<file path="src/rtl/ita_pkg.sv">
// Shared types and constants of the track association block.
package ita_pkg;

  localparam int COORD_W   = 18;
  localparam int SIZE_W    = 17;
  localparam int TRACK_W   = 6;
  localparam int VIDX_W    = 5;
  localparam int IOU_W     = 16;
  localparam int AGE_W     = 16;
  localparam int AREA_W    = 2 * SIZE_W;
  localparam int QUO_W     = IOU_W + 1;
  localparam int VBOX_W    = 2 * COORD_W + 2 * SIZE_W;
  localparam int TREC_W    = IOU_W + AGE_W + TRACK_W + 1;
  localparam int IN_DATA_W = 80;
  localparam int OUT_DATA_W = 48;
  localparam int PADDR_W   = 3;

  localparam logic [1:0] ACT_CLEAR = 2'd0;
  localparam logic [1:0] ACT_LOAD  = 2'd1;
  localparam logic [1:0] ACT_MATCH = 2'd2;

  localparam logic [PADDR_W-1:0] REG_IOU_THRESHOLD = '0;

  typedef struct packed {
    logic latch;
    logic exec_clr;
    logic exec_load;
    logic area_a;
    logic scan_init;
    logic vis_rd;
    logic geom;
    logic mul_inter;
    logic mul_b;
    logic uni;
    logic div_step;
    logic cmp;
    logic scan_inc;
    logic prev_wr;
    logic trk_rd;
    logic upd;
    logic out_load;
  } cmd_t;

  typedef struct packed {
    logic [1:0] act;
    logic       trk_ok;
    logic       scan_end;
    logic       ovl;
    logic       div_last;
    logic       found;
    logic       pick_owned;
  } sts_t;

endpackage

</file>
<file path="src/rtl/ita_ctrl.sv">
// Sequencer of the track association block.
module ita_ctrl (
  input  logic          clk_i,
  input  logic          rst_ni,
  input  logic          in_valid_i,
  output logic          in_ready_o,
  output logic          out_valid_o,
  input  logic          out_ready_i,
  input  ita_pkg::sts_t sts_i,
  output ita_pkg::cmd_t cmd_o
);
  import ita_pkg::*;

  localparam logic [3:0] S_IDLE = 4'd0;
  localparam logic [3:0] S_DEC  = 4'd1;
  localparam logic [3:0] S_EXEC = 4'd2;
  localparam logic [3:0] S_AREA = 4'd3;
  localparam logic [3:0] S_NEXT = 4'd4;
  localparam logic [3:0] S_GEOM = 4'd5;
  localparam logic [3:0] S_MULI = 4'd6;
  localparam logic [3:0] S_MULB = 4'd7;
  localparam logic [3:0] S_UNI  = 4'd8;
  localparam logic [3:0] S_DIV  = 4'd9;
  localparam logic [3:0] S_CMP  = 4'd10;
  localparam logic [3:0] S_FIN  = 4'd11;
  localparam logic [3:0] S_RDT  = 4'd12;
  localparam logic [3:0] S_UPD  = 4'd13;
  localparam logic [3:0] S_DONE = 4'd14;

  logic [3:0] state_q, state_d;
  logic       ovld_q, ovld_d;
  logic       out_free;

  assign out_free    = !ovld_q || out_ready_i;
  assign in_ready_o  = (state_q == S_IDLE);
  assign out_valid_o = ovld_q;

  always_comb begin
    cmd_o   = '0;
    state_d = state_q;
    ovld_d  = ovld_q && !out_ready_i;
    case (state_q)
      S_IDLE: begin
        if (in_valid_i) begin
          cmd_o.latch = 1'b1;
          state_d     = S_DEC;
        end
      end
      S_DEC: begin
        if (sts_i.act == ACT_CLEAR || sts_i.act == ACT_LOAD) begin
          state_d = S_EXEC;
        end else if (sts_i.act == ACT_MATCH && sts_i.trk_ok) begin
          state_d = S_AREA;
        end else begin
          state_d = S_DONE;
        end
      end
      S_EXEC: begin
        cmd_o.exec_clr  = (sts_i.act == ACT_CLEAR);
        cmd_o.exec_load = (sts_i.act == ACT_LOAD);
        state_d         = S_DONE;
      end
      S_AREA: begin
        cmd_o.area_a    = 1'b1;
        cmd_o.scan_init = 1'b1;
        state_d         = S_NEXT;
      end
      S_NEXT: begin
        if (sts_i.scan_end) begin
          state_d = S_FIN;
        end else begin
          cmd_o.vis_rd = 1'b1;
          state_d      = S_GEOM;
        end
      end
      S_GEOM: begin
        cmd_o.geom = 1'b1;
        state_d    = S_MULI;
      end
      S_MULI: begin
        if (sts_i.ovl) begin
          cmd_o.mul_inter = 1'b1;
          state_d         = S_MULB;
        end else begin
          cmd_o.scan_inc = 1'b1;
          state_d        = S_NEXT;
        end
      end
      S_MULB: begin
        cmd_o.mul_b = 1'b1;
        state_d     = S_UNI;
      end
      S_UNI: begin
        cmd_o.uni = 1'b1;
        state_d   = S_DIV;
      end
      S_DIV: begin
        cmd_o.div_step = 1'b1;
        if (sts_i.div_last) begin
          state_d = S_CMP;
        end
      end
      S_CMP: begin
        cmd_o.cmp      = 1'b1;
        cmd_o.scan_inc = 1'b1;
        state_d        = S_NEXT;
      end
      S_FIN: begin
        if (!sts_i.found) begin
          state_d = S_DONE;
        end else begin
          cmd_o.prev_wr = sts_i.pick_owned;
          state_d       = S_RDT;
        end
      end
      S_RDT: begin
        cmd_o.trk_rd = 1'b1;
        state_d      = S_UPD;
      end
      S_UPD: begin
        cmd_o.upd = 1'b1;
        state_d   = S_DONE;
      end
      S_DONE: begin
        if (out_free) begin
          cmd_o.out_load = 1'b1;
          ovld_d         = 1'b1;
          state_d        = S_IDLE;
        end
      end
      default: begin
        state_d = S_IDLE;
      end
    endcase
  end

  always_ff @(posedge clk_i or negedge rst_ni) begin
    if (!rst_ni) begin
      state_q <= S_IDLE;
      ovld_q  <= 1'b0;
    end else begin
      state_q <= state_d;
      ovld_q  <= ovld_d;
    end
  end
endmodule

</file>
<file path="config.mk">
export PLATFORM = sky130hd
export DESIGN_NAME = ita_ctrl
export DESIGN_NICKNAME = d
export VERILOG_FILES = /design/src/rtl/ita_pkg.sv /design/src/rtl/ita_ctrl.sv
export SDC_FILE = /design/constraint.sdc
export NUM_CORES = 1
export LEC_CHECK = 0
export ABC_AREA = 0
export BUFFER_PORTS_ARGS = -buffer_cell sky130_fd_sc_hd__buf_2
export CAP_MARGIN = 10
export CORE_AREA = 4 4 41 43
export CTS_CLUSTER_SIZE = 30
export DETAILED_ROUTE_END_ITERATION = 6
export DIE_AREA = 0 0 45 47
export HOLD_SLACK_MARGIN = 0.02
export PLACE_DENSITY = 0.73
export SLEW_MARGIN = 20
export SYNTH_ARGS = -nofsm -noshare
export SYNTH_HDL_FRONTEND = slang
export SYNTH_SLANG_ARGS = --single-unit
</file>
<file path="constraint.sdc">
create_clock -name clk_i -period 1.8 [get_ports clk_i]
set_input_delay 0.27 -clock clk_i [delete_from_list [all_inputs] [get_ports clk_i]]
set_output_delay 0.27 -clock clk_i [all_outputs]
set_load 0.02 [all_outputs]
</file>
==> metrics.md <==
| Metric | Value |
|---|---|
| Final Wtd Congestion | 0.893 |
| Worst Path Required | 1.53 ns |
| Post-Syn Area per Cell | 6.82 sq um |
| Clock buffer depth | 2 |
| Clk root buf | clkbuf_4 |
| Clock transition at path regs | 0.05 ns |
| CP max FO | 9 |
| Area share of the largest cell type after synthesis | 0.244 |
| Synth warn | 0 |
| Rows | 13 |
| Starting Density | 0.393 |
| Vias | 674 |
| Post-CTS Setup Bufs | 0 |
| Fmax achieved | 582 MHz |
| Synthesized Nets | 87 |
| Worst hold margin | 0.359 ns |
| Max-cap violation count | 0 |
| Hold Crit Class | input pin to async pin |
| Vias in the first global route | 581 |
| Die Span X | 45 um |
| Worst path cell trace | or2_4 -> nor3_2 -> and2_1 -> buf_2 |
| CTS Sinks | 5 |
| Max-slew headroom | 0.758 |
| Worst skew pair latency | 0.25 ns |
| Ys flop type | dfrtp_1 |
| Htree depth | 1 |
| TritonCTS buffer count | 3 |
| DR WL/cell | 13.0 um |
| Share of cells above drive strength 1 | 0.404 |
| CP Data Arrival Time | 1.45 ns |
| Top Usage Layer GRT | met2 |
| Skew final | 0.00582 ns |
| Kind of critical path | register to primary output |
| Fin crit period | 1.72 ns |
| Nets | 117 |
| GR Overflow Total | 0 |
| Final worst slack | 0.0829 ns |
| Cell variety after synth | 28 |
| Port bufs | 30 |
| Tcrit/Tclk final | 0.954 |
| Setup TNS | 0 ns |
| Final setup viols | 0 |
| FF+latch count, synth | 5 |
| Synthesized instance count | 75 |
| Most numerous cell in the Yosys netlist | nor2_1 |
| Static Leakage | 0.375 nW |
| IO Pins | 31 |
| Worst-Margin Slew | 0.361 ns |
| Drt total wl | 1550 um |
| Largest stage delay, worst path | 0.47 ns |
| P_sw | 655 uW |
| First-pass GRT wire length | 2410 um |
| Grt met2 use | 0.246 |
| Internal | 573 uW |
| DRC Markers | 0 |
| Comb pwr share | 0.636 |
| Commonest cells post-synth | nor2_1, nor3_1, nand2_1 |
| Sw Share | 0.534 |
| Clock share of power | 0.110 |
| Met3 usage | 0.0498 |
| Sequential fraction of the synthesis area | 0.244 |
| PwrDens | 1780 nW/um^2 |
| Iteration-0 DRC Markers | 36 |
| WP buf/inv | 1 |
| Mapped Area | 512 sq um |
| Die area | 2120 sq um |
| R2r setup slk | 0.34 ns |
| Non-filler cells, final | 119 |
| CP startpoint | state_q[0] |
| CTS tree | done |
| Reg2reg start | state_q[1] |
| Number of enable flip-flop cells after synthesis | 0 |
| CP Launch Type | register |
| GR Util met1 | 0.190 |
| Diodes inserted | 0 |
| Vias/cell | 5.66 |
| Pre-CTS setup slack | 0.229 ns |
| All-Layer GR Usage | 0.158 |
| Asr flop ratio synth | 1.00 |
| Final Hold Viols | 0 |
| Antenna violations before repair | 0 |
| Crit end category | primary output |
| Placed cells | 114 |
| Status | finished clean |
| Pin count of the biggest net entering global routing | 13 |
| Core Region | 1300 sq um |
| Critical path's top delay family | simple AND/OR/NAND/NOR gates |
| Slowest cell on crit path | dfrtp_1 |
| Largest cells by area after synthesis | dfrtp_1, nor2_1, nor3_1 |
| First-pass DRT Iterations | 4 |
| Die Height | 47 um |
| Peak VDD IR | 0.000842 V |
| Post-DRT Antenna Nets | 0 |
| P&R area growth vs syn | 34.7% |
| Sequential power share | 0.253 |
| Area leader, netlist | dfrtp_1 |
| Fin. max-slew vios | 0 |
| Detailed placer's ending HPWL | 1140 um |
[final timing paths]
| path | to | cells past startpoint |
|---|---|---|
| worst max register to register | state_q[0] | 4 |
| min in group clk_i | state_q[0] | 3 |
| worst min register to register | out_valid_o | 2 |
| worst min-delay path | state_q[1] | 2 |
| max in group asynchronous | state_q[3] | 2 |
| worst max-delay path | cmd_o[16] | 4 |
[stage by stage]
step / cell area [sq um] / utilization / power (mW)
3_5_place_dp: 642 / 0.493 / 1.04
2_1_floorplan: 517 / - / 0.907
3_3_place_gp: 642 / 0.493 / 1.03
4_1_cts: 682 / 0.524 / 1.20
6_report: 689 / 0.530 / 1.23
5_1_grt: 689 / 0.530 / 1.34
[state kept, by name, indices dropped and copies added, names as in the netlist]
| name | cells |
|---|---|
| out_valid_o | 1 |
| state_q | 4 |
[area by class of cell]
type / count / area [sq um]
Timing Repair Buffer: 31 / 160
Tap cell: 15 / 18.8
Sequential cell: 5 / 129
Fill cell: 140 / 612
Clock buffer: 4 / 26.3
Multi-Input combinational cell: 60 / 340
Inverter: 4 / 15.0
[layer usage]
| layer | vias up | share of wire |
|---|---|---|
| met4 | 0 | 0.015 |
| met2 | 44 | 0.46 |
| met3 | 4 | 0.12 |
| li1 | 316 | - |
| met1 | 310 | 0.41 |
| met5 | - | 0 |
[repair_timing]
action	4_1_cts	5_1_grt
gates cloned	0	0
gates resized for setup	2	4
endpoints found under the hold margin	5	0
hold buffers	1	0
endpoints found under the setup margin	2	4
[kinds of logic (layout without fill, tap and decap cells)]
logic type,after synthesis,count (layout),synth area share
simple gates,45,45,0.457
buf+inv,10,39,0.115
compound gates,15,15,0.183
flops,5,5,0.244
[power by group through the flow]
| stage | sequential, mW | combinational [mW] | clock (mW) |
|---|---|---|---|
| CTS | 0.294 | 0.770 | 0.135 |
| global placement | 0.287 | 0.744 | 0 |
| global route | 0.319 | 0.878 | 0.144 |
| floorplan | 0.212 | 0.695 | 0 |
| detailed placement | 0.293 | 0.751 | 0 |
| finish | 0.311 | 0.781 | 0.136 |
[cell usage in the layout, fill, tap and decap left out, types with 2 or more instances in the layout]
cell and count:
a21oi_1 4, nand2b_1 4, nor2_1 11, nor2b_1 3
o21ai_0 4, buf_2 30, a21o_1 2, dfrtp_2 3
dfrtp_1 2, nand3_1 4, nand2_1 6, clkbuf_4 3
inv_1 4, nor3_1 6
No activity file was read; power rests on OpenSTA's default activity.
